### config.mk
export PLATFORM = sky130hd
export DESIGN_NAME = integer_to_radix_ascii
export DESIGN_NICKNAME = d
export VERILOG_FILES = /design/src/rtl/ira_pkg.sv /design/src/rtl/integer_to_radix_ascii.sv
export SDC_FILE = /design/constraint.sdc
export NUM_CORES = 1
export LEC_CHECK = 0
export BUFFER_PORTS_ARGS = -buffer_cell sky130_fd_sc_hd__buf_2
export CORE_MARGIN = 2
export CORE_UTILIZATION = 50
export CTS_CLUSTER_DIAMETER = 30
export DETAILED_ROUTE_END_ITERATION = 10
export PLACE_DENSITY = 0.67
export SYNTH_ARGS = -nofsm -noshare
export SYNTH_HDL_FRONTEND = slang
export SYNTH_SLANG_ARGS = --single-unit
### constraint.sdc
create_clock -name i_clk -period 3.8 [get_ports i_clk]
set_clock_uncertainty 0.05 [all_clocks]
set_input_delay 0 -clock i_clk [delete_from_list [all_inputs] [get_ports i_clk]]
set_output_delay 0 -clock i_clk [all_outputs]
set_load 0.005 [all_outputs]
### src/rtl/ira_pkg.sv
`default_nettype none

package ira_pkg;

    // Width of the word that is converted, and the width of the value field.
    localparam int WORD_BITS = 32;
    localparam int VALUE_W   = 32;
    localparam int OPCODE_W  = 3;
    localparam int CHAR_W    = 7;

    // Decimal digits needed for the largest word: ceil(WORD_BITS * log10(2)).
    localparam int DEC_DIGITS = (WORD_BITS * 30103 + 99999) / 100000;
    localparam int BCD_W      = DEC_DIGITS * 4;

    // Shift register for the power-of-two radixes, with room for top padding.
    localparam int SH_W = WORD_BITS + 3;

    // Digit counts and top padding for the power-of-two radixes.
    localparam int ND_BIN = WORD_BITS;
    localparam int ND_OCT = (WORD_BITS + 2) / 3;
    localparam int ND_HEX = (WORD_BITS + 3) / 4;
    localparam int PAD_OCT = ND_OCT * 3 - WORD_BITS;
    localparam int PAD_HEX = ND_HEX * 4 - WORD_BITS;

    // Counter wide enough for the longest digit run and the conversion pass.
    localparam int CNT_W = $clog2(WORD_BITS + 1);

    // Format codes.
    localparam logic [OPCODE_W-1:0] OP_SDEC = 3'd0;
    localparam logic [OPCODE_W-1:0] OP_UDEC = 3'd1;
    localparam logic [OPCODE_W-1:0] OP_BIN  = 3'd2;
    localparam logic [OPCODE_W-1:0] OP_OCT  = 3'd3;
    localparam logic [OPCODE_W-1:0] OP_HEXL = 3'd4;
    localparam logic [OPCODE_W-1:0] OP_HEXU = 3'd5;

    // ASCII codes.
    localparam logic [CHAR_W-1:0] ASC_ZERO  = 7'h30;
    localparam logic [CHAR_W-1:0] ASC_LOWA  = 7'h61;
    localparam logic [CHAR_W-1:0] ASC_UPA   = 7'h41;
    localparam logic [CHAR_W-1:0] ASC_MINUS = 7'h2D;

    typedef struct packed {
        logic [VALUE_W-1:0]  value;
        logic [OPCODE_W-1:0] opcode;
    } t_req;

    typedef struct packed {
        logic [CHAR_W-1:0] char_out;
        logic              last_char;
    } t_res;

    // Maps a digit value 0 to 15 onto its ASCII character.
    function automatic logic [CHAR_W-1:0] digit_char(input logic [3:0] d, input logic upper);
        logic [CHAR_W-1:0] c;
        if (d < 4'd10) begin
            c = ASC_ZERO + {3'b000, d};
        end else if (upper) begin
            c = ASC_UPA + {3'b000, d - 4'd10};
        end else begin
            c = ASC_LOWA + {3'b000, d - 4'd10};
        end
        return c;
    endfunction

endpackage

`default_nettype wire

### src/rtl/integer_to_radix_ascii.sv
`default_nettype none

// Channel   Ports                     Handshake
// -------   -----------------------   ---------------------------------------------
// request   i_start, i_req, o_busy    taken at a rising edge with i_start & !o_busy
// result    o_strobe, o_res           valid for one cycle while o_strobe is high
//
// While a request is in hand o_busy stays high: decimal runs a double-dabble pass
// over all WORD_BITS bits, then scans DEC_DIGITS digits; binary, octal and hex scan
// ND_BIN, ND_OCT or ND_HEX digits. The scan visits one digit per cycle and strobes
// at most one character; leading zeros pass without a strobe, and a minus sign goes
// out in the cycle after acceptance. Reset is synchronous and active low and returns
// the sequencer to idle. The receiver cannot stall: every strobed character is taken.
module integer_to_radix_ascii (
    input  wire logic          i_clk,
    input  wire logic          i_rst_n,
    input  wire logic          i_start,
    input  wire ira_pkg::t_req i_req,
    output logic               o_busy,
    output logic               o_strobe,
    output ira_pkg::t_res      o_res
);
    import ira_pkg::*;

    localparam logic [1:0] S_IDLE = 2'd0;
    localparam logic [1:0] S_CONV = 2'd1;
    localparam logic [1:0] S_EMIT = 2'd2;

    // Control state.
    logic [1:0]          r_state, n_state;
    logic [CNT_W-1:0]    r_cnt,   n_cnt;
    logic                r_seen,  n_seen;
    logic                r_strobe, n_strobe;

    // Payload state.
    logic [OPCODE_W-1:0] r_op,  n_op;
    logic [SH_W-1:0]     r_sh,  n_sh;
    logic [BCD_W-1:0]    r_bcd, n_bcd;
    t_res                r_res, n_res;

    logic [WORD_BITS-1:0] w_word;
    logic [WORD_BITS-1:0] w_mag;
    logic [SH_W-1:0]      w_top;
    logic [BCD_W-1:0]     w_bcd_adj;
    logic [3:0]           w_digit;
    logic                 w_accept;
    logic                 w_is_dec;

    assign w_accept = i_start && (r_state == S_IDLE);
    assign w_is_dec = (r_op == OP_SDEC) || (r_op == OP_UDEC);

    // Take the low WORD_BITS bits of the value, zero-extended when wider.
    always_comb begin
        for (int i = 0; i < WORD_BITS; i++) begin
            w_word[i] = (i < VALUE_W) ? i_req.value[i % VALUE_W] : 1'b0;
        end
    end

    // Signed decimal prints the magnitude; the most negative word wraps to 2^(W-1),
    // which reads correctly as an unsigned magnitude.
    assign w_mag = (i_req.opcode == OP_SDEC && w_word[WORD_BITS-1]) ?
                   (~w_word + WORD_BITS'(1)) : w_word;

    // Word aligned to the top of the shift register.
    assign w_top = {w_mag, 3'b000};

    // Double-dabble correction: each BCD digit of five or more gets three added.
    always_comb begin
        logic [3:0] d;
        for (int k = 0; k < DEC_DIGITS; k++) begin
            d = r_bcd[4*k +: 4];
            w_bcd_adj[4*k +: 4] = (d >= 4'd5) ? (d + 4'd3) : d;
        end
    end

    // Current most significant digit for the stored format.
    always_comb begin
        case (r_op) inside
            OP_BIN:  w_digit = {3'b000, r_sh[SH_W-1]};
            OP_OCT:  w_digit = {1'b0, r_sh[SH_W-1 -: 3]};
            OP_HEXL, OP_HEXU: w_digit = r_sh[SH_W-1 -: 4];
            default: w_digit = r_bcd[BCD_W-1 -: 4];
        endcase
    end

    always_comb begin
        n_state  = r_state;
        n_cnt    = r_cnt;
        n_seen   = r_seen;
        n_strobe = 1'b0;
        n_op     = r_op;
        n_sh     = r_sh;
        n_bcd    = r_bcd;
        n_res    = r_res;

        unique case (r_state)
            S_IDLE: begin
                if (w_accept) begin
                    n_op   = i_req.opcode;
                    n_seen = 1'b0;
                    n_bcd  = '0;
                    case (i_req.opcode) inside
                        OP_SDEC, OP_UDEC: begin
                            n_sh    = w_top;
                            n_cnt   = CNT_W'(WORD_BITS);
                            n_state = S_CONV;
                            // The sign goes out right away, ahead of the digits.
                            if (i_req.opcode == OP_SDEC && w_word[WORD_BITS-1]) begin
                                n_strobe       = 1'b1;
                                n_res.char_out  = ASC_MINUS;
                                n_res.last_char = 1'b0;
                            end
                        end
                        OP_BIN: begin
                            n_sh    = w_top;
                            n_cnt   = CNT_W'(ND_BIN);
                            n_state = S_EMIT;
                        end
                        OP_OCT: begin
                            n_sh    = w_top >> PAD_OCT;
                            n_cnt   = CNT_W'(ND_OCT);
                            n_state = S_EMIT;
                        end
                        OP_HEXL, OP_HEXU: begin
                            n_sh    = w_top >> PAD_HEX;
                            n_cnt   = CNT_W'(ND_HEX);
                            n_state = S_EMIT;
                        end
                        default: begin
                            // Undefined format codes produce no characters.
                            n_state = S_IDLE;
                        end
                    endcase
                end
            end
            S_CONV: begin
                // One binary bit enters the BCD register per cycle.
                n_bcd = {w_bcd_adj[BCD_W-2:0], r_sh[SH_W-1]};
                n_sh  = r_sh << 1;
                n_cnt = r_cnt - CNT_W'(1);
                if (r_cnt == CNT_W'(1)) begin
                    n_cnt   = CNT_W'(DEC_DIGITS);
                    n_state = S_EMIT;
                end
            end
            S_EMIT: begin
                // Walk the digits from the top; leading zeros are dropped, but the
                // final digit always goes out so that zero prints as one '0'.
                if (r_seen || w_digit != 4'd0 || r_cnt == CNT_W'(1)) begin
                    n_strobe        = 1'b1;
                    n_seen          = 1'b1;
                    n_res.char_out  = digit_char(w_digit, r_op == OP_HEXU);
                    n_res.last_char = (r_cnt == CNT_W'(1));
                end
                if (w_is_dec) begin
                    n_bcd = r_bcd << 4;
                end else begin
                    case (r_op)
                        OP_BIN:  n_sh = r_sh << 1;
                        OP_OCT:  n_sh = r_sh << 3;
                        default: n_sh = r_sh << 4;
                    endcase
                end
                n_cnt = r_cnt - CNT_W'(1);
                if (r_cnt == CNT_W'(1)) begin
                    n_state = S_IDLE;
                end
            end
            default: begin
                n_state = S_IDLE;
            end
        endcase
    end

    always_ff @(posedge i_clk) begin
        if (!i_rst_n) begin
            r_state  <= S_IDLE;
            r_cnt    <= '0;
            r_seen   <= 1'b0;
            r_strobe <= 1'b0;
        end else begin
            r_state  <= n_state;
            r_cnt    <= n_cnt;
            r_seen   <= n_seen;
            r_strobe <= n_strobe;
        end
    end

    always_ff @(posedge i_clk) begin
        r_op  <= n_op;
        r_sh  <= n_sh;
        r_bcd <= n_bcd;
        r_res <= n_res;
    end

    assign o_busy   = (r_state != S_IDLE);
    assign o_strobe = r_strobe;
    assign o_res    = r_res;

endmodule

`default_nettype wire

# Word-level counts from Yosys, hierarchy flattened

Cells that the tools add are included.
W data, S select, Z words.

Multiplexer cells: 55
Equality and inequality tests: 22
$lt $le $gt $ge: 11
Add/sub/neg operators: 16
Div/mod/pow operators: 0
Bitwise operators: 1
Shifts and indexed selects: 0
Reductions and logical operators: 22
$mul: 0

Operators by type and width:

| cell                    | count |
|---|---|
| $mux W35                | 6 |
| $pmux W40 S3            | 1 |
| $pmux W35 S3            | 1 |
| $mux W40                | 2 |
| $pmux W35 S2            | 1 |
| $mux W4                 | 12 |
| $ge A4 B3 Y1 const B    | 10 |
| $add A4 B2 Y4 const B   | 9 |
| $mux W6                 | 6 |
| $add A32 B1 Y32 const B | 1 |
| $mux W32                | 1 |
| $mux W8                 | 4 |
| $not A32 Y32            | 1 |
| $pmux W6 S3             | 1 |
| $pmux W8 S2             | 1 |
| $mux W2                 | 7 |
| $mux W7                 | 2 |
| $eq A3 B2 Y1 const B    | 4 |
| $eq A3 B3 Y1 const B    | 4 |
| $ne A2 B2 Y1 const B    | 6 |
| $reduce_and A3 Y1       | 4 |
| $add A6 B4 Y7 const A   | 1 |
| $add A6 B5 Y7 const A   | 1 |
| $add A7 B4 Y7 const A   | 1 |
| other kinds (25)        | 40 |

Bits in latches: 0
ROM bits: 0
Memory bits (writable): 0
Register bits: 96
Memories kept: 0
Bits of input ports: 38

# Longest topological paths before layout

Depth in word-level cells: 11
Gate-level depth with buffers: 9

# Worst setup path before layout

No wires, ideal clock.

Path kind: flip-flop to flip-flop
Start point: reg r_op[2]
End point: reg r_res, in the netlist o_res[0], enable pin
Setup slack: 1052 ps
Cell stages (with the launch flop): 9
Required time: 3444 ps
Period minus slack after synthesis: 2748 ps
Arrival: 2392 ps
Path buffers: 1
Cells stage by stage: edfxtp_1 -> buf_1 -> xor2_1 -> o221a_2 -> inv_1 -> ha_1 -> or4b_2 -> o21ai_0 -> a21oi_1

Cells in the longest elaborated chain, start to end: 10
Elaborated cells on any way between the ends: 13
Those cells by class: 5 x eq/ne; 3 x mux; 5 x reduce/logical

RTL lines:

| what                                 | RTL line                      | text |
|---|---|---|
| from (decl)                          | integer_to_radix_ascii.sv:36  | `logic [OPCODE_W-1:0] r_op, n_op;` |
| from (signal assigned)               | integer_to_radix_ascii.sv:190 | `r_op <= n_op;` |
| $eq A3 B3 Y1 (no line)               | -                             |  |
| $reduce_or A2 Y1                     | integer_to_radix_ascii.sv:78  | `case (r_op) inside` |
| $mux W4 (2 in series)                | integer_to_radix_ascii.sv:78  |  |
| $mux W4 (*)                          | integer_to_radix_ascii.sv:78  |  |
| $reduce_bool A4 Y1 (*)               | integer_to_radix_ascii.sv:149 | `if (r_seen \|\| w_digit != 4'd0 \|\| r_cnt == CNT_W'(1)) begin` |
| $logic_or A1 B1 Y1 (*) (2 in series) | integer_to_radix_ascii.sv:149 |  |
| $ne A2 B2 Y1 (no line) (*)           | -                             |  |
| $reduce_and A5 Y1 (no line) (*)      | -                             |  |
| to (signal assigned)                 | integer_to_radix_ascii.sv:193 | `r_res <= n_res;` |
| to (decl)                            | integer_to_radix_ascii.sv:39  | `t_res r_res, n_res;` |

Mark *: on every way between the ends. The rest lies on a longest branch, timed or not.
A chain may end at the register's enable or synchronous reset.

# Worst setup path in the final report

Start point: in i_req[17] (netlist name)
End point: reg r_sh[24], data pin

Cells in the longest elaborated chain, start to end: 9

RTL lines:

| what                   | RTL line                      | text |
|---|---|---|
| from (decl)            | integer_to_radix_ascii.sv:18  | `input wire ira_pkg::t_req i_req,` |
| $not A32 Y32 (*)       | integer_to_radix_ascii.sv:62  | `(~w_word + WORD_BITS'(1)) : w_word;` |
| $add A32 B1 Y32 (*)    | integer_to_radix_ascii.sv:62  |  |
| $mux W32 (*)           | integer_to_radix_ascii.sv:61  | `assign w_mag = (i_req.opcode == OP_SDEC && w_word[WORD_BITS-1]) ?` |
| $mux W35 (3 in series) | integer_to_radix_ascii.sv:102 | `case (i_req.opcode) inside` |
| $mux W35 (*)           | integer_to_radix_ascii.sv:102 |  |
| $mux W35 (*)           | integer_to_radix_ascii.sv:98  | `if (w_accept) begin` |
| $pmux W35 S3 (*)       | integer_to_radix_ascii.sv:96  | `unique case (r_state)` |
| via n_sh[24]           | integer_to_radix_ascii.sv:37  | `logic [SH_W-1:0] r_sh, n_sh;` |
| to (signal assigned)   | integer_to_radix_ascii.sv:191 | `r_sh <= n_sh;` |
| to (decl)              | integer_to_radix_ascii.sv:37  |  |

Mark *: on every way through the listed nets, which the timed path passes. The rest lies on a longest branch. The select of a mux whose other input is x is not followed.

==> results.sh <==
export IMPL_fp_dieW_um=122
export IMPL_synth_async_sr_flop_share_pct=0
export IMPL_ir_drop_mv=0.239
export IMPL_dpl_hpwl_mm=12.1
export IMPL_cts_resized=0
export IMPL_die_h_um=122
export IMPL_min_delay_start="i_req[27]"
export IMPL_status="finished clean"
export IMPL_totalWireLength_mm=17.6
export IMPL_drc=0
export IMPL_rsz0062_at_grt="no"
export IMPL_power_frac_seq_pct=42.2
export IMPL_antenna_left=0
export IMPL_worstReg2RegStart="r_state[0]"
export IMPL_grt_pass1_vias=5826
export IMPL_whs_ns=0.0122
export IMPL_ys_flop_type="edfxtp_1"
export IMPL_syn_inst=791
export IMPL_antenna_cells=0
export IMPL_final_setup_viol_count=0
export IMPL_ctsLongestPathBuffers=2
export IMPL_finalMaxSlewViolations=0
export IMPL_cts_buffers=9
export IMPL_multi_input_area_um2=3960
export IMPL_critPathMaxFanout=8
export IMPL_gp_congestion=0.842
export IMPL_clk_pin_slew_worst_paths_ns=0.07
export IMPL_required_ns=3.86
export IMPL_yosysUniqueCellTypes=64
export IMPL_critPathKind="primary input to flip-flop"
export IMPL_min_path_type="primary input to flip-flop"
export IMPL_crit_path_end_kind="flip-flop"
export IMPL_combPwrFrac_pct=36.6
export IMPL_htreeDepth=3
export IMPL_drive_gt1_share_pct=10.9
export IMPL_p_int_mw=2.63
export IMPL_relSlewSlack_pct=33.5
export IMPL_worstMarginPinSlew_ns=0.997
export IMPL_grt_ovfl_total=0
export IMPL_netlist_area_um2=7010
export IMPL_hold_buffers=15
export IMPL_cp_arrival_ns=3.23
export IMPL_grt_max_degree=45
export IMPL_antenna_found_initial=0
export IMPL_p_clk_share_pct=21.2
export IMPL_ys_ff_latch=94
export IMPL_ys_warn_count=0
export IMPL_synth_edf_count=84
export IMPL_critPathLaunchType="primary input"
export IMPL_area_delta_synth_final_pct=11.6
export IMPL_grt_pass1_wl_mm=28.2
export IMPL_postCtsSetupBuffers=0
export IMPL_vias=6247
export IMPL_tns_ns=0
export IMPL_dr_pass1_iters=5
export IMPL_swShare_pct=37.8
export IMPL_drtIter0Drc=758
export IMPL_port_buffers=47
export IMPL_fin_crit_ns=3.17
export IMPL_cap_viol_max_count=0
export IMPL_clock_latency_ns=0.36
export IMPL_grt_use_total_pct=23.8
export IMPL_routed_via_density=6.17
export IMPL_nets=898
export IMPL_clock_fmax_mhz=315
export IMPL_wl_per_cell_um=17.4
export IMPL_rows=43
export IMPL_tritoncts="yes"
export IMPL_power_switching_mw=1.60
export IMPL_dieArea_um2=15000
export IMPL_ys_seq_area_share_pct=38.8
export IMPL_fin_crit_sh_pct=83.4
export IMPL_cellPowerDensity_nw_per_um2=540
export IMPL_leakagePower_nw=2.88
export IMPL_hold_viol_final=0
export IMPL_ff_latch_area_um2=2720
export IMPL_startpoint="i_req[17]"
export IMPL_start_util_pct=50.9
export IMPL_cts_sinks=94
export IMPL_ioPinCount=48
export IMPL_clockRootBuffer="clkbuf_16"
export IMPL_synth_fp_nets=860
export IMPL_core_area_um2=13800
export IMPL_synth_area_per_cell_um2=8.87
export IMPL_fillers=1237
[through the flow]
step / util (%) / setup WS [ns] / instances / cell area [µm²] / total power, mW
after CTS: 56.8 / 0.662 / 1013 / 7830 / 4.22
after detailed placement: 53.7 / 0.766 / 983 / 7400 / 3.31
after global routing: 56.8 / 0.396 / 1013 / 7830 / 4.50
after global placement: 53.7 / 0.836 / 983 / 7400 / 3.23
after floorplan: - / 1.05 / 791 / 7010 / 2.86
final: 56.8 / 0.629 / 1013 / 7830 / 4.22
[state kept, by name (all words and copies together), names as in the netlist]
| name | count |
|---|---|
| o_res | 8 |
| r_bcd | 40 |
| r_state | 2 |
| r_seen | 1 |
| o_strobe | 1 |
| r_sh | 33 |
| r_op | 3 |
| r_cnt | 6 |
[power by group through the flow]
stage	combinational (mW)	clock, mW	sequential, mW
6_report	1.55	0.897	1.78
5_1_grt	1.73	0.954	1.82
4_1_cts	1.54	0.909	1.78
3_5_place_dp	1.52	0	1.80
3_3_place_gp	1.45	0	1.78
2_1_floorplan	1.15	0	1.71
[critical path, cell delays in order]
cell and delay [ns]:
dlygate4sd3_1 0.53, buf_2 0.15, nor4_1 0.57, nand4_1 0.60, nor4_1 0.45, mux2i_1 0.27, o211ai_1 0.10, dlygate4sd3_1 0.57
[cell usage after synthesis (all sizes together), types with 3 or more instances]
cell type  number  area [µm²]
nor2           55         206
xnor2          22         193
a21oi          66         330
or3             6        37.5
and2            6        37.5
o211ai         11        82.6
ha             31         388
nor4b           3        32.5
nor3            9        45.0
edfxtp         84        2520
or2             3        18.8
a22oi           5        37.5
o32ai           9        78.8
nand4           5        31.3
o221a           4        45.0
nand2b         14        87.6
nand3          16        80.1
nand2          91         342
a221o           3        30.0
o21ai          79         395
a221oi          4        35.0
nor3b          11        82.6
clkbuf         41         154
nand3b          4        30.0
inv            39         146
o31ai           4        30.0
dfxtp          10         200
nor2b          10        62.6
mux2i          36         360
buf             8        40.0
o22ai          15        93.8
a21boi          4        30.0
a222oi         14         140
and3            3        18.8
xor2           17         149
a31oi           6        37.5
nor4            7        56.3
a211oi          5        37.5
or4             6        48.8
o31a            3        26.3
[cell usage in the layout, fill, tap and decap left out, types with 10 or more instances in the layout]
cell / Yosys / final
nand3_1: 16 / 16
nor2b_1: 10 / 10
xnor2_1: 22 / 22
edfxtp_1: 84 / 84
nand2_1: 91 / 91
a21oi_1: 66 / 66
a222oi_1: 14 / 14
ha_1: 31 / 31
o211ai_1: 11 / 11
nand2b_1: 14 / 14
o21ai_0: 77 / 77
o22ai_1: 15 / 15
buf_4: 0 / 14
mux2i_1: 36 / 36
buf_2: 2 / 47
dlygate4sd3_1: 0 / 15
dfxtp_1: 10 / 10
xor2_1: 17 / 17
nor2_1: 55 / 55
nor3b_1: 11 / 11
inv_1: 39 / 39
[final cells by class]
type	instances	share of cell area, %
well taps	180	2.88
repair buffers	76	6.27
clock inverters	5	0.655
clock buffers	10	2.93
inverters	39	1.87
flip-flops and latches	94	34.8
multi-input cells	609	50.6
[per-layer routing]
metal  vias up  wire (µm)  global-route usage, %
li1       3024          -                      -
met1      2985       7640                   29.5
met2       211       8730                   41.8
met3        27        901                   3.81
met4         0        366                   8.41
met5         -          0                      0
[path summary, 6_finish.rpt]
kind / endpoint / cells past startpoint / slack [ns]
setup / recovery: r_sh[24] / 8 / 0.63
hold / removal: r_sh[26] / 3 / 0.01
setup reg to reg: r_sh[24] / 8 / 0.64
hold reg to reg: r_cnt[4] / 2 / 0.43
[kinds of logic after synthesis]
| group | after synthesis | synth area share [%] |
|---|---|---|
| simple gates | 257 | 18.4 |
| mux | 37 | 5.30 |
| xor+xnor | 39 | 4.87 |
| compound gates | 245 | 22.2 |
| fa+ha+maj | 31 | 5.53 |
| buf+inv | 88 | 4.85 |
| flops | 94 | 38.8 |
Power figures use the tool's default switching activity.
